**src/hdl/drtt_pkg.sv**
```systemverilog
// ----------------------------------------------------------------------------
// drtt_pkg
// Shared types and constants of the rule transition time block: controller
// states, datapath commands, status bundle and field widths.
// ----------------------------------------------------------------------------
package drtt_pkg;

	localparam int KIND_W  = 2;
	localparam int MONTH_W = 4;
	localparam int WEEK_W  = 3;
	localparam int DAY_W   = 9;
	localparam int TOD_W   = 21;
	localparam int YEAR_W  = 14;
	localparam int SEC_W   = 26;

	localparam logic [KIND_W-1:0] KIND_MWD    = 2'd0;
	localparam logic [KIND_W-1:0] KIND_JULIAN = 2'd1;

	localparam logic signed [SEC_W-1:0] SEC_MAX = 26'sd33554431;
	localparam logic signed [SEC_W-1:0] SEC_MIN = -26'sd33554432;

	typedef enum logic [3:0] {
		ST_IDLE,
		ST_DIV,
		ST_PREP,
		ST_DOW,
		ST_FIRST,
		ST_WEEK,
		ST_MONTH,
		ST_MUL,
		ST_SUM,
		ST_DONE
	} drtt_state_t;

	typedef enum logic [3:0] {
		CMD_NONE,
		CMD_LOAD,
		CMD_DIV,
		CMD_PREP,
		CMD_DOW,
		CMD_FIRST,
		CMD_WEEK,
		CMD_MONTH,
		CMD_MUL,
		CMD_SUM
	} drtt_cmd_t;

	typedef struct packed {
		logic is_mwd;
		logic week_go;
		logic month_go;
	} drtt_stat_t;

endpackage

```
**src/hdl/drtt_ctrl.sv**
```systemverilog
// ----------------------------------------------------------------------------
// drtt_ctrl
// Sequencer of the rule transition time block: steps the datapath through
// year split, weekday search, week and month walks, scaling and output.
// ----------------------------------------------------------------------------
module drtt_ctrl (
	input  logic               clk,
	input  logic               arst_n,
	input  logic               start,
	input  drtt_pkg::drtt_stat_t stat,
	output drtt_pkg::drtt_cmd_t  cmd,
	output logic               busy,
	output logic               done
);

	drtt_pkg::drtt_state_t state_q;
	drtt_pkg::drtt_state_t state_d;

	always_ff @(posedge clk or negedge arst_n) begin
		if (!arst_n) begin
			state_q <= drtt_pkg::ST_IDLE;
		end else begin
			state_q <= state_d;
		end
	end

	always_comb begin
		state_d = state_q;
		cmd     = drtt_pkg::CMD_NONE;
		busy    = 1'b1;
		done    = 1'b0;
		case (state_q)
			drtt_pkg::ST_IDLE: begin
				busy = 1'b0;
				if (start) begin
					cmd     = drtt_pkg::CMD_LOAD;
					state_d = drtt_pkg::ST_DIV;
				end
			end
			drtt_pkg::ST_DIV: begin
				cmd     = drtt_pkg::CMD_DIV;
				state_d = drtt_pkg::ST_PREP;
			end
			drtt_pkg::ST_PREP: begin
				cmd     = drtt_pkg::CMD_PREP;
				state_d = stat.is_mwd ? drtt_pkg::ST_DOW : drtt_pkg::ST_MUL;
			end
			drtt_pkg::ST_DOW: begin
				cmd     = drtt_pkg::CMD_DOW;
				state_d = drtt_pkg::ST_FIRST;
			end
			drtt_pkg::ST_FIRST: begin
				cmd     = drtt_pkg::CMD_FIRST;
				state_d = drtt_pkg::ST_WEEK;
			end
			drtt_pkg::ST_WEEK: begin
				if (stat.week_go) begin
					cmd = drtt_pkg::CMD_WEEK;
				end else begin
					state_d = drtt_pkg::ST_MONTH;
				end
			end
			drtt_pkg::ST_MONTH: begin
				if (stat.month_go) begin
					cmd = drtt_pkg::CMD_MONTH;
				end else begin
					state_d = drtt_pkg::ST_MUL;
				end
			end
			drtt_pkg::ST_MUL: begin
				cmd     = drtt_pkg::CMD_MUL;
				state_d = drtt_pkg::ST_SUM;
			end
			drtt_pkg::ST_SUM: begin
				cmd     = drtt_pkg::CMD_SUM;
				state_d = drtt_pkg::ST_DONE;
			end
			drtt_pkg::ST_DONE: begin
				done    = 1'b1;
				state_d = drtt_pkg::ST_IDLE;
			end
			default: begin
				state_d = drtt_pkg::ST_IDLE;
			end
		endcase
	end

endmodule

```
**src/hdl/drtt_dp.sv**
```systemverilog
// ----------------------------------------------------------------------------
// drtt_dp
// Datapath of the rule transition time block: operand registers, year split
// by reciprocal multiply, weekday congruence, day accumulator, scaling and
// saturation.
// ----------------------------------------------------------------------------
module drtt_dp (
	input  logic                                   clk,
	input  drtt_pkg::drtt_cmd_t                    cmd,
	input  logic [drtt_pkg::KIND_W-1:0]            rule_kind,
	input  logic [drtt_pkg::MONTH_W-1:0]           rule_month,
	input  logic [drtt_pkg::WEEK_W-1:0]            rule_week,
	input  logic [drtt_pkg::DAY_W-1:0]             rule_day,
	input  logic signed [drtt_pkg::TOD_W-1:0]      rule_time,
	input  logic [drtt_pkg::YEAR_W-1:0]            calendar_year,
	output drtt_pkg::drtt_stat_t                   stat,
	output logic signed [drtt_pkg::SEC_W-1:0]      seconds_into_year
);

	localparam logic signed [17:0] DAY_SECONDS = 18'sd86400;
	localparam logic [12:0] LONG_MONTHS = 13'b1010110101010;

	function automatic logic [4:0] month_len(input logic [3:0] m, input logic leap);
		logic [4:0] len;
		if (m == 4'd2) begin
			len = 5'd28 + {4'd0, leap};
		end else begin
			len = 5'd30 + {4'd0, LONG_MONTHS[m]};
		end
		return len;
	endfunction

	function automatic logic [2:0] mod7(input logic [9:0] x);
		logic [19:0] p;
		logic [6:0]  q;
		logic [9:0]  r;
		p = x * 10'd586;
		q = p[18:12];
		r = x - 10'({3'd0, q} * 10'd7);
		return r[2:0];
	endfunction

	function automatic logic [5:0] month_base(input logic [3:0] m);
		logic [5:0] c;
		case (m)
			4'd1:    c = 6'd29;
			4'd2:    c = 6'd32;
			4'd3:    c = 6'd3;
			4'd4:    c = 6'd6;
			4'd5:    c = 6'd8;
			4'd6:    c = 6'd11;
			4'd7:    c = 6'd13;
			4'd8:    c = 6'd16;
			4'd9:    c = 6'd19;
			4'd10:   c = 6'd21;
			4'd11:   c = 6'd24;
			4'd12:   c = 6'd26;
			default: c = 6'd26;
		endcase
		return c;
	endfunction

	logic [drtt_pkg::KIND_W-1:0]       kind_q;
	logic [3:0]                        month_q;
	logic [2:0]                        week_q;
	logic [drtt_pkg::DAY_W-1:0]        rday_q;
	logic signed [drtt_pkg::TOD_W-1:0] tod_q;
	logic [drtt_pkg::YEAR_W-1:0]       year_q;
	logic [7:0]                        q100_q;
	logic                              leap_q;
	logic [9:0]                        x_q;
	logic signed [10:0]                days_q;
	logic [2:0]                        wk_q;
	logic [3:0]                        m_q;
	logic signed [27:0]                prod_q;
	logic signed [drtt_pkg::SEC_W-1:0] res_q;

	logic [27:0] yprod;
	logic [13:0] r100_full;
	logic [6:0]  r100;
	logic        leap_w;
	logic        ay_neg;
	logic [6:0]  ar;
	logic [7:0]  aq;
	logic [5:0]  cbase;
	logic [11:0] x_sum;
	logic [10:0] jdays;
	logic [4:0]  ml_cur;
	logic [4:0]  ml_walk;
	logic [28:0] total;

	assign yprod     = year_q * 14'd10486;
	assign r100_full = year_q - 14'({6'd0, q100_q} * 14'd100);
	assign r100      = r100_full[6:0];
	assign leap_w    = ((year_q[1:0] == 2'd0) && (r100 != 7'd0))
		|| ((r100 == 7'd0) && (q100_q[1:0] == 2'd0));
	assign cbase     = month_base(month_q);

	always_comb begin
		ay_neg = 1'b0;
		ar     = r100;
		aq     = q100_q;
		if (month_q <= 4'd2) begin
			if (year_q == '0) begin
				ay_neg = 1'b1;
			end else if (r100 != 7'd0) begin
				ar = r100 - 7'd1;
			end else begin
				ar = 7'd99;
				aq = q100_q - 8'd1;
			end
		end
		if (ay_neg) begin
			x_sum = 12'd350 + {6'd0, cbase} - 12'd1;
		end else begin
			x_sum = 12'd350 + {6'd0, cbase} + {5'd0, ar} + {7'd0, ar[6:2]}
				+ {6'd0, aq[7:2]} - {3'd0, aq, 1'b0};
		end
	end

	assign jdays   = {2'd0, rday_q} - 11'd1 + {10'd0, (rday_q >= 9'd60) && leap_w};
	assign ml_cur  = month_len(month_q, leap_q);
	assign ml_walk = month_len(m_q, leap_q);
	assign total   = {prod_q[27], prod_q} + 29'(tod_q);

	assign stat.is_mwd   = (kind_q == drtt_pkg::KIND_MWD);
	assign stat.week_go  = (wk_q > 3'd1) && ((days_q[8:0] + 9'd7) < {4'd0, ml_cur});
	assign stat.month_go = (m_q < month_q);

	always_ff @(posedge clk) begin
		case (cmd)
			drtt_pkg::CMD_LOAD: begin
				kind_q <= rule_kind;
				if (rule_month == 4'd0) begin
					month_q <= 4'd1;
				end else if (rule_month > 4'd12) begin
					month_q <= 4'd12;
				end else begin
					month_q <= rule_month;
				end
				week_q <= (rule_week == 3'd0) ? 3'd1 : rule_week;
				rday_q <= rule_day;
				tod_q  <= rule_time;
				year_q <= calendar_year;
			end
			drtt_pkg::CMD_DIV: begin
				q100_q <= yprod[27:20];
			end
			drtt_pkg::CMD_PREP: begin
				leap_q <= leap_w;
				x_q    <= x_sum[9:0];
				if (kind_q == drtt_pkg::KIND_JULIAN) begin
					days_q <= $signed(jdays);
				end else begin
					days_q <= $signed({2'd0, rday_q});
				end
			end
			drtt_pkg::CMD_DOW: begin
				x_q <= {1'b0, rday_q} + 10'd7 - {7'd0, mod7(x_q)};
			end
			drtt_pkg::CMD_FIRST: begin
				days_q <= $signed({8'd0, mod7(x_q)});
				wk_q   <= week_q;
				m_q    <= 4'd1;
			end
			drtt_pkg::CMD_WEEK: begin
				wk_q   <= wk_q - 3'd1;
				days_q <= days_q + 11'sd7;
			end
			drtt_pkg::CMD_MONTH: begin
				days_q <= days_q + $signed({6'd0, ml_walk});
				m_q    <= m_q + 4'd1;
			end
			drtt_pkg::CMD_MUL: begin
				prod_q <= 28'(days_q) * 28'(DAY_SECONDS);
			end
			drtt_pkg::CMD_SUM: begin
				if ($signed(total) > 29'(drtt_pkg::SEC_MAX)) begin
					res_q <= drtt_pkg::SEC_MAX;
				end else if ($signed(total) < 29'(drtt_pkg::SEC_MIN)) begin
					res_q <= drtt_pkg::SEC_MIN;
				end else begin
					res_q <= total[drtt_pkg::SEC_W-1:0];
				end
			end
			default: begin
			end
		endcase
	end

	assign seconds_into_year = res_q;

endmodule

```
**src/hdl/dst_rule_transition_time_core.sv**
```systemverilog
// ----------------------------------------------------------------------------
// dst_rule_transition_time_core
// Seconds from the start of a year to the instant of a daylight-saving rule.
//
// Channel   Direction  Handshake          Beat
// input     in         start / busy       rule_kind .. calendar_year
// result    out        done (one cycle)   seconds_into_year
//
// A beat is taken at a clock edge with start high and busy low; one result
// follows. J and plain day rules pass year split, preparation, scaling and
// output; M rules add the weekday search and the week and month walks in the
// day accumulator, one accumulator step per week step (up to 4) and per
// earlier month (up to 11). busy drops in the cycle after done.
// Reset clears the sequencer only. The receiver cannot stall; done is high
// for exactly one cycle.
// ----------------------------------------------------------------------------
module dst_rule_transition_time_core (
	input  logic                              clk,
	input  logic                              arst_n,
	input  logic                              start,
	output logic                              busy,
	input  logic [drtt_pkg::KIND_W-1:0]       rule_kind,
	input  logic [drtt_pkg::MONTH_W-1:0]      rule_month,
	input  logic [drtt_pkg::WEEK_W-1:0]       rule_week,
	input  logic [drtt_pkg::DAY_W-1:0]        rule_day,
	input  logic signed [drtt_pkg::TOD_W-1:0] rule_time,
	input  logic [drtt_pkg::YEAR_W-1:0]       calendar_year,
	output logic                              done,
	output logic signed [drtt_pkg::SEC_W-1:0] seconds_into_year
);

	drtt_pkg::drtt_cmd_t  cmd;
	drtt_pkg::drtt_stat_t stat;

	drtt_ctrl u_ctrl (
		.clk    (clk),
		.arst_n (arst_n),
		.start  (start),
		.stat   (stat),
		.cmd    (cmd),
		.busy   (busy),
		.done   (done)
	);

	drtt_dp u_dp (
		.clk               (clk),
		.cmd               (cmd),
		.rule_kind         (rule_kind),
		.rule_month        (rule_month),
		.rule_week         (rule_week),
		.rule_day          (rule_day),
		.rule_time         (rule_time),
		.calendar_year     (calendar_year),
		.stat              (stat),
		.seconds_into_year (seconds_into_year)
	);

	a_accept_busy: assert property (@(posedge clk) disable iff (!arst_n)
		start && !busy |=> busy)
		else $error("accepted beat did not raise busy");

	a_done_in_busy: assert property (@(posedge clk) disable iff (!arst_n)
		done |-> busy)
		else $error("done outside a busy period");

	a_done_single: assert property (@(posedge clk) disable iff (!arst_n)
		done |=> !done && !busy)
		else $error("done longer than one cycle or no return to idle");

	a_cmd_idle: assert property (@(posedge clk) disable iff (!arst_n)
		!busy && !start |-> cmd == drtt_pkg::CMD_NONE)
		else $error("datapath commanded while idle");

endmodule

```
**config.mk**
```make
export PLATFORM = sky130hd
export DESIGN_NAME = dst_rule_transition_time_core
export DESIGN_NICKNAME = d
export VERILOG_FILES = /design/src/hdl/drtt_pkg.sv /design/src/hdl/drtt_ctrl.sv /design/src/hdl/drtt_dp.sv /design/src/hdl/dst_rule_transition_time_core.sv
export SDC_FILE = /design/constraint.sdc
export NUM_CORES = 1
export LEC_CHECK = 0
export BUFFER_PORTS_ARGS = -buffer_cell sky130_fd_sc_hd__buf_2
export CAP_MARGIN = 30
export CORE_MARGIN = 4
export CORE_UTILIZATION = 40
export CTS_BUF_LIST = sky130_fd_sc_hd__clkbuf_4
export DETAILED_ROUTE_END_ITERATION = 6
export RECOVER_POWER = 50
export SETUP_SLACK_MARGIN = 0.15
export SYNTH_ARGS = -nofsm -noshare
export SYNTH_HDL_FRONTEND = slang
export SYNTH_SLANG_ARGS = --single-unit
```
**constraint.sdc**
```tcl
create_clock -name clk -period 10.9 [get_ports clk]
set_input_delay 0.545 -clock clk [delete_from_list [all_inputs] [get_ports clk]]
set_output_delay 0.545 -clock clk [all_outputs]
set_load 0.005 [all_outputs]
```
Word level (Yosys, flattened, before mapping)
Memory sizes are Yosys's and may differ from the RTL's. A register that Yosys moved wholly into a read port is not among the register bits.
Cells that the tools add are included.

operators by class
  $add $sub $neg = 23
  multipliers = 5
  divide/modulo/power cells = 0
  magnitude comparators = 10
  equal/unequal tests = 24
  shifts and indexed selects = 0
  mux-type cells = 32
  bitwise logic cells = 0
  reduce and logical (&&, ||, !) cells = 20

operators with widths
  cell                                                             count
  one-hot mux 4 bit (9 select lines)                               2
  one-hot mux 11 bit (4 select lines)                              1
  equality test 4 x 3 -> 1 bit, second input constant              8
  adder 28 x 21 -> 29 bit                                          1
  greater-than comparator 29 x 26 -> 1 bit, second input constant  1
  less-than comparator 29 x 26 -> 1 bit, second input constant     1
  multiplier 14 x 13 -> 27 bit, second input constant              1
  2-to-1 mux 26 bit                                                1
  equality test 4 x 2 -> 1 bit, second input constant              6
  2-to-1 mux 8 bit                                                 3
  multiplier 11 x 11 -> 21 bit, second input constant              1
  2-to-1 mux 7 bit                                                 3
  2-to-1 mux 4 bit                                                 5
  one-hot mux 10 bit (2 select lines)                              1
  multiplier 10 x 9 -> 18 bit, second input constant               1
  equality test 4 bit, second input constant                       4
  logical NOT 14 bit                                               1
  adder 11 x 1 -> 11 bit                                           1
  adder 11 x 4 -> 11 bit, second input constant                    1
  adder 11 x 6 -> 11 bit                                           1
  2-to-1 mux 11 bit                                                1
  adder 10 x 5 -> 10 bit                                           1
  adder 10 x 6 -> 10 bit                                           1
  adder 10 x 7 -> 10 bit                                           1
  44 further kinds                                                 66

word-level totals
  register bits = 141
  latch bits = 0
  memory bits (writable) = 0
  memory bits (read-only) = 128
  input port bits = 56
  output and inout bits = 28
  word-level logic and storage cells = 133
  memories = 3

memories
  name              words  width  read ports  clocked after Yosys merged registers in  wr ports  line           text
  (name not given)  16     6      1           0                                        0         drtt_dp.sv:45  case (m)
  (name not given)  16     1      1           0                                        0         drtt_dp.sv:28  len = 5'd30 + {4'd0, LONG_MONTHS[m]};
  (name not given)  16     1      1           1                                        0         drtt_dp.sv:28

Depth between registers and ports, before layout
Gate-level depths: netlist of the first run.

  word-level depth = 12
  mapped depth = 29
  depth with buffers taken out = 29

Hierarchy
Synthesis of the first run repeated with hierarchy kept, for this count alone.

second synthesis, totals
  cell total of the unflattened synthesis = 1637
  area, all modules = 16160.5 µm²

by module, submodules not included
  module     times used  cells each  area each (µm²)
  drtt_dp    1           1594        15828.9
  drtt_ctrl  1           43          331.6

Least setup slack after synthesis of the first run
Ideal clock, no wire load.

  path kind = flip-flop to flip-flop
  start point = register u_dp.x_q[7]
  end point = register u_dp.x_q[9], data pin
  setup time = 0.268 ns
  data arrival time = 5.990 ns
  required time = 10.632 ns
  slack = 4.642 ns
  stages on the path, launching flop included = 30
  buffers on the path = 0
  path through = edfxtp_1 > ha_1 > ha_1 > inv_1 > fa_1 > fa_1 > inv_1 > ha_1 > o21a_1 > nor2_1 > a21oi_1 > a21oi_1 > xnor2_1 > xor2_1 > fa_1 > xnor2_1 > xnor2_1 > xnor2_1 > xnor2_1 > xnor2_1 > ha_1 > fa_1 > nand2_1 > a31o_2 > a21oi_1 > o21bai_1 > a21oi_1 > o21a_1 > o21ai_0 > o31ai_1

on the way
  longest elaborated chain between the ends = 5

ends and longest elaborated chain
  element                              line            text
  start, declared                      drtt_dp.sv:71   logic [9:0] x_q;
  start signal, assigned               drtt_dp.sv:151  x_q <= x_sum[9:0];
  start signal, assigned               drtt_dp.sv:159  x_q <= {1'b0, rday_q} + 10'd7 - {7'd0, mod7(x_q)};
  multiplier 10 x 9 -> 18 bit          drtt_dp.sv:37   p = x * 10'd586;
  multiplier 7 x 3 -> 3 bit            drtt_dp.sv:39   r = x - 10'({3'd0, q} * 10'd7);
  subtractor 3 bit                     drtt_dp.sv:39
  subtractor 10 x 3 -> 10 bit          drtt_dp.sv:159
  one-hot mux 10 bit (2 select lines)  drtt_dp.sv:131  case (cmd)

Every way passes these cells.
A chain may end at the register's enable or synchronous reset.

Worst setup path after layout of the first run
  start point = register u_dp.x_q[4]
  end point = register u_dp.x_q[9], data pin

Same word-level chain as after synthesis.

==> results of run 1 <==
[Yosys cell counts (3+ instances only)]
cell type                  count
sky130_fd_sc_hd__o21a_1       13
sky130_fd_sc_hd__nand2_1      66
sky130_fd_sc_hd__nand3_1      21
sky130_fd_sc_hd__o31a_1        3
sky130_fd_sc_hd__a31oi_1       6
sky130_fd_sc_hd__a21o_1       31
sky130_fd_sc_hd__mux2i_1      11
sky130_fd_sc_hd__buf_6         3
sky130_fd_sc_hd__xor2_1       39
sky130_fd_sc_hd__nor4b_1       4
sky130_fd_sc_hd__a31o_1        3
sky130_fd_sc_hd__inv_1       321
sky130_fd_sc_hd__a21oi_2       3
sky130_fd_sc_hd__dfrtp_1       4
sky130_fd_sc_hd__nor3b_1       4
sky130_fd_sc_hd__a211oi_1     13
sky130_fd_sc_hd__xnor2_1      88
sky130_fd_sc_hd__a311o_1       3
sky130_fd_sc_hd__nor2b_1      15
sky130_fd_sc_hd__fa_1        119
sky130_fd_sc_hd__buf_2         6
sky130_fd_sc_hd__nand2b_1     14
sky130_fd_sc_hd__o21ai_0      60
sky130_fd_sc_hd__o211ai_1      3
sky130_fd_sc_hd__and2_1        4
sky130_fd_sc_hd__ha_1        290
sky130_fd_sc_hd__or3_1         9
sky130_fd_sc_hd__edfxtp_1    137
sky130_fd_sc_hd__or2_2         6
sky130_fd_sc_hd__o21bai_1     14
sky130_fd_sc_hd__a21oi_1      85
sky130_fd_sc_hd__o31ai_1       7
sky130_fd_sc_hd__nand4_1      14
sky130_fd_sc_hd__o221ai_1      4
sky130_fd_sc_hd__clkbuf_1     16
sky130_fd_sc_hd__nor3_1       21
sky130_fd_sc_hd__o22ai_1       6
sky130_fd_sc_hd__nor4_1        4
sky130_fd_sc_hd__nor2_1       63
sky130_fd_sc_hd__and3_1       13
sky130_fd_sc_hd__nand4b_1      3
[cells in the final DEF (no fill, tap or decap), types with 6 or more instances in the layout]
cell	count
sky130_fd_sc_hd__a211oi_1	13
sky130_fd_sc_hd__a21o_1	31
sky130_fd_sc_hd__a21oi_1	85
sky130_fd_sc_hd__a31oi_1	6
sky130_fd_sc_hd__and3_1	13
sky130_fd_sc_hd__buf_2	62
sky130_fd_sc_hd__clkbuf_1	24
sky130_fd_sc_hd__clkbuf_4	18
sky130_fd_sc_hd__dlygate4sd3_1	26
sky130_fd_sc_hd__edfxtp_1	137
sky130_fd_sc_hd__fa_1	119
sky130_fd_sc_hd__ha_1	290
sky130_fd_sc_hd__inv_1	321
sky130_fd_sc_hd__inv_8	6
sky130_fd_sc_hd__mux2i_1	11
sky130_fd_sc_hd__nand2_1	66
sky130_fd_sc_hd__nand2b_1	14
sky130_fd_sc_hd__nand3_1	21
sky130_fd_sc_hd__nand4_1	14
sky130_fd_sc_hd__nor2_1	63
sky130_fd_sc_hd__nor2b_1	15
sky130_fd_sc_hd__nor3_1	20
sky130_fd_sc_hd__o21a_1	13
sky130_fd_sc_hd__o21ai_0	60
sky130_fd_sc_hd__o21bai_1	14
sky130_fd_sc_hd__o22ai_1	6
sky130_fd_sc_hd__o31ai_1	7
sky130_fd_sc_hd__or2_2	6
sky130_fd_sc_hd__or3_1	9
sky130_fd_sc_hd__xnor2_1	88
sky130_fd_sc_hd__xor2_1	39
[worst paths after layout]
| kind | from | cells past startpoint | to | slack [ns] |
|---|---|---|---|---|
| max | u_dp.x_q[4]$_DFFE_PP_ | 29 | u_dp.x_q[9]$_DFFE_PP_ | 4.09 |
| min | rule_day[4] | 1 | u_dp.rday_q[4]$_DFFE_PN_ | 0.08 |
| max reg2reg | u_dp.x_q[4]$_DFFE_PP_ | 29 | u_dp.x_q[9]$_DFFE_PP_ | 4.09 |
| min reg2reg | u_dp.tod_q[0]$_DFFE_PN_ | 1 | u_dp.seconds_into_year[0]$_SDFFCE_PN1N_ | 0.55 |
| max in group asynchronous | arst_n | 2 | u_ctrl.state_q[0]$_DFFE_PN0P_ | 10.41 |
| min in group asynchronous | arst_n | 2 | u_ctrl.state_q[1]$_DFFE_PN0P_ | 0.29 |
[final cells by class]
class | instances | area, um2 | share of cell area (%)
Sequential cell | 142 | 4230 | 23.9
Timing Repair Buffer | 117 | 702 | 3.96
Tap cell | 525 | 657 | 3.70
Antenna cell | 2 | 5.00 | 0.0282
Multi-Input combinational cell | 1111 | 10600 | 59.8
Clock buffer | 18 | 135 | 0.762
Clock inverter | 14 | 194 | 1.09
Inverter | 323 | 1210 | 6.83
[stage by stage]
| stage | util (%) | setup WS, ns | hold slack, ns | std cells | cell area (um2) |
|---|---|---|---|---|---|
| final | 44.4 | 4.09 | 0.0818 | 2252 | 17700 |
| after detailed placement | 43.1 | 4.09 | 0.357 | 2192 | 17200 |
| after floorplan | - | 4.64 | 0.249 | 1604 | 16200 |
| after global placement | 43.0 | 4.23 | 0.353 | 2189 | 17200 |
| after CTS | 44.6 | 4.06 | 0.000543 | 2250 | 17800 |
| after global routing | 44.4 | 3.48 | 0.00914 | 2252 | 17700 |
[what timing repair did]
action | CTS | global route
hold buffers | 26 | 0
endpoints found under the setup margin | 0 | 0
buffers inserted | 0 | 0
hold endpoints to repair | 29 | 0
[routing by layer]
layer | GRT usage, % | vias to the layer above | wire (um)
li1 | - | 5662 | -
met1 | 22.3 | 5508 | 16500
met2 | 26.9 | 163 | 16400
met3 | 2.66 | 22 | 1200
met4 | 3.87 | 0 | 438
met5 | 0 | - | 0
[logic make-up (layout without fill, tap and decap cells)]
kind of cell	Yosys count	after routing
simple gates	273	273
buf+inv	351	472
mux	11	11
fa+ha+maj	409	409
compound gates	289	289
flops	142	142
xor+xnor	129	129
other cells	0	2
[flip-flops by register name, summed over array words and instances (netlist names), 4 cells and up, named ones only]
name	cells
u_dp.year_q	14
u_dp.tod_q	21
u_dp.m_q	4
u_dp.prod_q	21
u_dp.seconds_into_year	26
u_dp.days_q	11
u_dp.x_q	10
u_dp.month_q	4
u_ctrl.state_q	4
u_dp.q100_q	8
u_dp.rday_q	9
[worst max-delay path, delay by kind of cell (launching register included)]
family | cells | cell delay (ns)
flip-flops | 1 | 0.48
adder cells (fa/ha/maj) | 8 | 2.97
AO/OA/AOI/OAI | 11 | 1.57
XOR/XNOR | 7 | 1.32
AND/OR/NAND/NOR | 3 | 0.28
==> impl.org, run 1 <==
** Run status
- Outcome :: completed

** Global route
- Number of antenna violations at the first check in global routing :: 2
- Largest net degree at the start of global routing :: 30
- Via count of the first global-routing pass :: 11710
- For this run, the total global-route usage over all layers was measured as 16.2%.
- Remaining Overflow, GRT :: 0
- The first global-routing pass estimated 58.2 mm of wire.

** Critical path
- The critical path is of the register to register type.
- Along the worst path, the maximum fanout reaches 4.
- CP endpoint kind :: register
- STA classifies the critical path startpoint as a register.
- Data arrives at the worst endpoint at 7.22 ns.
- Endpoint required time on the critical path :: 11.31 ns
- Cell seen most often among critical-path stages :: sky130_fd_sc_hd__xnor2_1
- The largest single stage delay on the critical path is 0.49 ns.
- The largest individual stage delay along the critical path comes from the cell sky130_fd_sc_hd__fa_1.

** Clocking
- In this run the clock root is driven by a sky130_fd_sc_hd__clkbuf_4.
- Clock latency of the later-clocked register in the worst-skew pair :: 0.65 ns
- After clock tree synthesis, the repair step resized 0 gates.
- The clock passes through at most 2 buffers.
- TritonCTS built the clock tree.
- TritonCTS created 17 clock buffers.
- H-tree depth :: 4
- Clock-pin slew was measured on the worst setup and hold paths at 0.15 ns.
- CTS saw 142 sinks.

** Route
- Antenna viol nets, final :: 0
- The final layout contains routed wiring with a total length of 34.6 mm.
- Initial DRT Pass Iterations :: 5
- The final route contains 11355 vias.
- In the routed design, unresolved DRC markers number 0.
- Initial DRC Count :: 521
- Per-cell routed wire length :: 15.3 um
- Number of vias per cell after detailed routing :: 5.04

** Placement
- Number of buffers added on ports :: 83
- Detailed placement finished with a half-perimeter wire length of 28.4 mm.
- At the end of routability-driven placement, the weighted congestion stood at 0.884.

** Die
- Ports :: 84
- Initial core utilization :: 40.6%
- In this run the vertical extent of the chip is 209 um.
- Horiz. Die Dim :: 209 um
- The floorplan step defined a die boundary enclosing 43800 um2.
- Core area :: 39900 um2
- The initialized floorplan defines 73 standard-cell rows.

** Yosys
- Ys Warns :: 0
- Number of flops mapped to enable cells by yosys :: 137
- The share of the Yosys chip area taken by registers is 26.1%.
- The synthesized netlist devotes 37.1% of its cell area to adder and majority cells.
- Library cell occupying the most area in the post-synthesis netlist :: sky130_fd_sc_hd__edfxtp_1
- Simple-gate area share of the yosys netlist :: 8.52%
- Net Count, Synth :: 2069
- Number of instances in the synthesized netlist :: 1604
- Measured against the total synthesized area, the mux share comes to 0.679%.
- A synthesized cell averages 10.1 um2.
- Area fraction in compound gates after synthesis :: 11.9%
- Summing the areas of all xor and xnor instances in the mapped netlist gives 7.20% of the synthesized area.
- Synth Flop Type :: sky130_fd_sc_hd__edfxtp_1
- Number of distinct standard cells referenced by the synthesized netlist :: 83
- In this run, synthesis produced a sequential element count of 142.
- The share of synthesized area in the top cell type comes to 25.4%.
- Main combinational cell family by area after synthesis :: adder cells
- In the synthesized netlist the async set-or-reset flop fraction comes to 2.82%.
- By area the synthesized netlist is led by sky130_fd_sc_hd__edfxtp_1 (25%), sky130_fd_sc_hd__ha_1 (22%), sky130_fd_sc_hd__fa_1 (15%).
- After synthesis the cells add up to 16200 um2.

** STA
- For this run, the top clock speed supported by timing is 0.147 GHz.
- Headroom to the max-slew limit :: 3.98%
- TNS Setup :: 0 ns
- Unrepaired setup endpoints after global routing :: no
- Slew @ Worst Pin :: 1.44 ns
- The final critical path takes up 62.5% of the cycle.
- Number of slew-limit violations in the final report :: 0
- The count of final hold-check violations came to 0.
- Worst Clk Skew :: 0.0284 ns
- Minimum clock period :: 6.81 ns
- Setup violations remaining at the end of the flow were counted as 0.

** Final layout
- # fillers :: 3803
- Final nets :: 2177
- Layout Area Growth over Synthesis :: 9.37%
- Fraction of final layout cells sized beyond drive strength 1 :: 7.54%

** Flow run
- Across the run, the number of max-cap violations was 0.

** Min path
- The tightest min-delay check is of the input port to register type.
Power of run 1 is left out: the tool's default activity adds up to more than one toggle a clock period on the data nets, which glitch-free logic cannot reach.
==> inputs of run 2 (changes only) <==
- clock period: 10.9 -> 6.18 ns (I/O delays scaled with it)
==> impl.org, run 2 (synthesis gave the netlist of run 1 again) <==
** Die
- The initial core utilization was 40.6% (unchanged).
- Horiz. Die Dim :: 209 um (unchanged)
- The overall die area came to 43800 um2 (unchanged).
- Ports :: 84 (unchanged)
- Y dimension of the die :: 209 um (unchanged)
- Core area :: 39900 um2 (unchanged)
- The number of placement rows was 73 (unchanged).

** Route
- Antenna viol nets, final :: 0 (unchanged)
- Per-cell routed wire length :: 15.1 um (-1.4%)
- Initial DRT Pass Iterations :: 5 (unchanged)
- DR DRC count :: 0 (unchanged)
- Initial DRC Count :: 500 (-4.0%)
- Number of vias per cell after detailed routing :: 4.96 (-1.6%)
- The final wirelength came to 35.4 mm (+2.4%).
- The via count is 11602 (+2.2%).

** Global route
- Number of antenna violations at the first check in global routing :: 1 (-1)
- The first-pass GRT wire length came to 59.7 mm (+2.7%).
- Largest net degree at the start of global routing :: 30 (unchanged)
- Met2 global-route usage :: 29.2% (+2.3 points)
- Global Route Usage Sum :: 16.8% (+0.53 points)
- After global routing, the most crowded layer is met2.
- Met1 routing resource usage after global routing :: 21.9% (-0.50 points)
- Via count of the first global-routing pass :: 11991 (+2.4%)
- Remaining Overflow, GRT :: 0 (unchanged)
- Global-route met3 utilization :: 2.42% (-0.24 points)

** STA
- TNS Setup :: -0.688 ns (-0.688 ns)
- The portion of the clock cycle consumed by the worst path in the final layout came to 104% (+42 points).
- The number of slew-limit violations in the final report came to 27 (+27).
- Fmax :: 0.155 GHz (+5.9%)
- The slew at the pin with the worst max-slew slack came to 1.58 ns (+0.138 ns).
- Final-report setup violation count :: 3 (+3)
- Setup slack of the critical path after layout :: -0.257 ns (-4.34 ns)
- The clock skew after layout came to 0.0252 ns (-0.00322 ns).
- Setup repair after global routing could not meet its margin everywhere.
- The worst slew margin relative to its limit came to -5.25% (-9.2 points).
- Minimum clock period :: 6.44 ns (-0.378 ns)
- The count of final hold-check violations came to 0 (unchanged).

** Clocking
- H-tree depth :: 4 (unchanged)
- Maximum buffer depth of the clock tree :: 2 (unchanged)
- Clock-pin slew on the worst setup and hold paths :: 0.15 ns (about the same)
- Clock latency of the later-clocked register in the worst-skew pair :: 0.62 ns (-0.03 ns)
- TritonCTS built the clock tree.
- The total clock sinks is 142 (unchanged).
- CTS Root Buffer Type :: sky130_fd_sc_hd__clkbuf_4
- CTS Buf Count :: 17 (unchanged)

** Placement
- The post-placement setup slack came to -0.200 ns (-4.29 ns).
- The number of port buffers came to 83 (unchanged).
- The routability-driven placement congestion ratio was 0.869 (-1.7%).
- The HPWL after detailed placement came to 29.0 mm (+2.0%).

** Critical path
- The required time at the endpoint of the critical path was 6.65 ns (-4.66 ns).
- Cell seen most often among critical-path stages :: sky130_fd_sc_hd__xnor2_1
- In this design, the largest share of critical-path delay is due to adder cells.
- Startpoint type of the worst setup path :: register
- Bufs and invs on worst path :: 7 (+7)
- Slowest Stage Delay on Critical Path :: 0.54 ns (+0.05 ns)
- The slowest stage of the critical path belongs to the cell sky130_fd_sc_hd__fa_1.
- Arrival @ worst endpoint :: 6.90 ns (-0.32 ns)
- The maximum fanout encountered on the critical timing path was 4 (unchanged).
- Critical path class :: register to register
- STA classifies the critical path endpoint as a register.

** Final layout
- The flip-flop count of the largest register, all copies and words added is 26 (unchanged).
- The utilization after layout came to 46.6% (+2.2 points).
- # fillers :: 3775 (-0.74%)
- The count of nets after finishing was 2263 (+4.0%).
- Most frequent cells in the layout :: sky130_fd_sc_hd__inv_1 (320), sky130_fd_sc_hd__ha_1 (285), sky130_fd_sc_hd__edfxtp_1 (137), sky130_fd_sc_hd__fa_1 (117), sky130_fd_sc_hd__xnor2_1 (84)
- Layout Area Growth over Synthesis :: 14.8%
- Most common cell after layout, fill and taps aside :: sky130_fd_sc_hd__inv_1
- Fraction of final layout cells sized beyond drive strength 1 :: 11.7% (+4.2 points)

** Min path
- Hold crit path type :: input port to register

** Flow run
- The max capacitance violation total was 1 (+1).

** Run status
- Violations in the final reports :: max-capacitance violations, max-slew violations, negative setup slack
- Outcome :: finished with violations
[run 2: cell types whose count changed in the layout (fill, tap and decap cells not counted), moves of 3 or more]
cell / previous run / this run
sky130_fd_sc_hd__buf_2: 62 / 59
sky130_fd_sc_hd__a21oi_1: 85 / 77
sky130_fd_sc_hd__buf_6: 1 / 8
sky130_fd_sc_hd__inv_6: 2 / 5
sky130_fd_sc_hd__nor2_1: 63 / 60
sky130_fd_sc_hd__o21ai_2: 2 / 5
sky130_fd_sc_hd__o21ai_0: 60 / 55
sky130_fd_sc_hd__dlygate4sd3_1: 26 / 56
sky130_fd_sc_hd__ha_4: 0 / 4
sky130_fd_sc_hd__xnor2_1: 88 / 84
sky130_fd_sc_hd__a21oi_2: 3 / 9
sky130_fd_sc_hd__buf_4: 4 / 53
sky130_fd_sc_hd__xnor2_2: 0 / 4
sky130_fd_sc_hd__ha_1: 290 / 285
[run 2: metal layers]
metal	part of all wire [%]	vias to the layer above
met5	0	-
met4	2.0	0
met3	3.2	36
met2	49	180
met1	45	5535
li1	-	5851
[run 2: timing repair]
action / in CTS / in global routing
hold buffers: 56 / 0
buffers inserted: 5 / 5
hold endpoints to repair: 57 / 0
resized for setup: 17 / 19
setup endpoints to repair: 5 / 7
pin swaps: 12 / 22
[run 2: final cells by class]
cell class / count / area [um2] / area share, %
tap: 525 / 657 / 3.53
inverter: 323 / 1210 / 6.51
antenna: 2 / 5.00 / 0.0269
timing repair buffer: 203 / 1450 / 7.76
sequential: 142 / 4230 / 22.7
clock inverter: 15 / 148 / 0.793
multi-input combinational: 1111 / 10800 / 57.9
clock buffer: 17 / 128 / 0.686
[run 2: path summary, 6_finish.rpt]
| check | to | startpoint | slack [ns] | cells after the start |
|---|---|---|---|---|
| max in group asynchronous | u_ctrl.state_q[2]$_DFFE_PN0P_ | arst_n | 5.40 | 3 |
| worst min-delay path | u_ctrl.state_q[0]$_DFFE_PN0P_ | start | 0.15 | 3 |
| worst max register to register | u_dp.x_q[7]$_DFFE_PP_ | u_dp.x_q[7]$_DFFE_PP_ | -0.26 | 30 |
| worst min register to register | u_dp.seconds_into_year[0]$_SDFFCE_PN1N_ | u_dp.tod_q[0]$_DFFE_PN_ | 0.55 | 1 |
| min in group asynchronous | u_ctrl.state_q[3]$_DFFE_PN0P_ | arst_n | 0.62 | 3 |
| worst max-delay path | u_dp.x_q[7]$_DFFE_PP_ | u_dp.x_q[7]$_DFFE_PP_ | -0.26 | 30 |
[run 2: worst min-delay path, cell delays in order]
cell	delay, ns
sky130_fd_sc_hd__buf_2	0.13
sky130_fd_sc_hd__nor4_1	0.20
sky130_fd_sc_hd__o41ai_1	0.12
[run 2: stage by stage]
step                      instance area, um2  hold WS (ns)  std cells
after CTS                              18500        0.0494       2331
after global placement                 17600         0.123       2237
after global routing                   18600        0.0962       2337
after floorplan                        16300        0.0134       1604
after detailed placement               17600         0.123       2238
final                                  18600         0.152       2338
Power of run 2 is left out for the same reason.
==> inputs of run 3 (changes only) <==
- RECOVER_POWER: 50 -> 100
==> impl.org, run 3 (synthesis gave the netlist of run 1 again) <==
** STA
- Final hold slack :: 0.148 ns (-0.00376 ns)
- The count of final hold-check violations came to 0 (unchanged).
- The number of slew-limit violations in the final report came to 107 (+300%).
- The portion of the clock cycle consumed by the worst path in the final layout came to 104% (about the same).
- Worst Clk Skew :: 0.0262 ns (+0.00103 ns)
- Setup slack of the critical path after layout :: -0.256 ns (+0.000735 ns)
- The slew at the pin with the worst max-slew slack is 1.72 ns (+0.138 ns).
- Final-report setup violation count :: 3 (unchanged)
- The shortest clock period the worst path allows after layout was 6.44 ns (-0.000735 ns).
- The setup total negative slack came to -0.687 ns (+0.00104 ns).
- The upper clock frequency limit is 0.155 GHz (about the same).
- The worst slew margin relative to its limit was -14.5% (-9.2 points).
- Unrepaired setup endpoints after global routing :: yes

** Critical path
- Broken down by cell family, the worst path's largest delay share belongs to adder cells.
- Arrival @ worst endpoint :: 6.90 ns (about the same)
- The worst register-to-register path begins at u_dp.x_q[7]$_DFFE_PP_.
- The slowest stage of the critical path is the sky130_fd_sc_hd__fa_1 cell.
- Startpoint type of the worst setup path :: register
- CP endpoint kind :: register
- Endpoint required time on the critical path :: 6.65 ns (about the same)
- In this run the worst setup path begins at u_dp.x_q[7]$_DFFE_PP_.
- Slowest Stage Delay on Critical Path :: 0.54 ns (about the same)
- In this design, the critical path's most frequently occurring cell is sky130_fd_sc_hd__xnor2_1.
- The maximum fanout encountered on the critical timing path is 4 (unchanged).
- Critical path class :: register to register
- The number of buffers and inverters on the critical path came to 7 (unchanged).

** Clocking
- TritonCTS clock tree :: built
- The number of buffers added by the clock tree synthesis step came to 17 (unchanged).
- CTS sink count :: 142 (unchanged)
- Clock latency of the later-clocked register in the worst-skew pair :: 0.62 ns (about the same)
- Clock-pin slew on the worst setup and hold paths :: 0.15 ns (about the same)
- The root buffer cell chosen for the clock tree is sky130_fd_sc_hd__clkbuf_4.
- The maximum count of clock buffers along a single path is 2 (unchanged).
- The number of H-tree levels came to 4 (unchanged).

** Final layout
- The utilization after layout came to 46.4% (-0.25 points).
- The flip-flop count of the largest register, all copies and words added is 26 (unchanged).
- The count of nets after finishing came to 2263 (unchanged).
- Most frequent cells in the layout :: sky130_fd_sc_hd__inv_1 (320), sky130_fd_sc_hd__ha_1 (285), sky130_fd_sc_hd__edfxtp_1 (137), sky130_fd_sc_hd__fa_1 (117), sky130_fd_sc_hd__xnor2_1 (84)
- The library cell used most frequently in the layout, excluding fill and tap cells, is sky130_fd_sc_hd__inv_1.
- Layout Area Growth over Synthesis :: 14.2%
- Post-route design area :: 18500 um2 (-0.53%)
- Fraction of final layout cells sized beyond drive strength 1 :: 10.9% (-0.77 points)

** Route
- Total routed wirelength :: 35.3 mm (-0.12%)
- The average wire per standard cell came to 15.1 um (-0.12%).
- The post-route DRC violation count is 0 (unchanged).
- The via density per instance is 4.96 (-0.14%).
- The DRC violation total after the first TritonRoute iteration is 559 (+12%).
- The remaining antenna violation count after routing was 0 (unchanged).
- Initial DRT Pass Iterations :: 5 (unchanged)
- The via count is 11586 (-0.14%).

** Die
- Y dimension of the die :: 209 um (unchanged)
- Core area :: 39900 um2 (unchanged)
- The number of placement rows is 73 (unchanged).
- The number of top-level pins came to 84 (unchanged).
- Horiz. Die Dim :: 209 um (unchanged)
- The overall die area came to 43800 um2 (unchanged).
- The initial core utilization was 40.6% (unchanged).

** Min path
- The startpoint identified for the worst hold timing path is start.
- The path class of the tightest hold or removal check is input port to register.

** Placement
- The routability-driven placement congestion ratio was 0.869 (unchanged).
- The post-detailed-placement cell area was 17600 um2 (unchanged).
- Number of buffers added on ports :: 83 (unchanged)
- HPWL after DPL :: 29.0 mm (unchanged)

** Run status
- Violations in the final reports :: max-capacitance violations, max-slew violations, negative setup slack
- Outcome :: finished with violations

** Global route
- Via count of the first global-routing pass :: 11991 (unchanged)
- The total congestion overflow came to 0 (unchanged).
- Wire length of the first global-routing pass :: 59.7 mm (unchanged)
- Number of antenna violations at the first check in global routing :: 1 (unchanged)
- The global routing usage summed across all routing layers is 16.8% (unchanged).
- The pin count of the biggest net entering global routing was 30 (unchanged).

** Flow run
- The max capacitance violation total came to 4 (+3).
[run 3: changes by cell type in the layout (fill, tap and decap cells not counted), sizes merged]
cell,before,now
buf,121,116
clkbuf,43,48
[run 3: area by class of cell]
type	count	area, um2
flip-flops and latches	142	4230
well taps	525	657
fillers	3794	21400
inverters	323	1210
multi-input cells	1111	10700
clock inverters	15	148
clock buffers	17	128
diodes	2	5.00
repair buffers	203	1430
[run 3: metal layers]
layer | track usage (%) | wire length (um) | vias to the layer above
met2 | 29.2 | 17500 | 161
met1 | 21.9 | 16100 | 5536
met4 | 4.55 | 703 | 0
met5 | 0 | 0 | -
met3 | 2.42 | 1020 | 36
li1 | - | - | 5853
[run 3: final timing paths]
kind / to / slack, ns / depth (start not counted)
setup reg to reg: u_dp.x_q[7]$_DFFE_PP_ / -0.26 / 30
setup / recovery: u_dp.x_q[7]$_DFFE_PP_ / -0.26 / 30
max in group asynchronous: u_ctrl.state_q[2]$_DFFE_PN0P_ / 5.40 / 3
hold / removal: u_ctrl.state_q[0]$_DFFE_PN0P_ / 0.15 / 3
hold reg to reg: u_dp.seconds_into_year[0]$_SDFFCE_PN1N_ / 0.54 / 1
min in group asynchronous: u_ctrl.state_q[3]$_DFFE_PN0P_ / 0.62 / 3
[run 3: worst register-to-register path: cells and delay by family, from the launching register on]
kind | cells | cell delay [ns]
XOR/XNOR | 6 | 0.97
flip-flops | 1 | 0.46
adder cells (fa/ha/maj) | 9 | 3.06
buffers and inverters | 7 | 0.71
AND/OR/NAND/NOR | 3 | 0.51
AO/OA/AOI/OAI | 5 | 0.57
[run 3: per-stage QoR]
step | setup slack, ns | cells
2_1_floorplan | 0.152 | 1604
3_3_place_gp | -0.116 | 2237
3_5_place_dp | -0.200 | 2238
4_1_cts | -0.230 | 2331
5_1_grt | -0.546 | 2337
6_report | -0.256 | 2338
[run 3: what timing repair did]
action                                 CTS  global route
setup buffers                            5             5
gates resized for setup                 17            19
hold buffers                            56             0
pin swaps                               12            22
endpoints found under the hold margin   57             0
setup endpoints to repair                5             7
Power of run 3 is left out for the same reason.
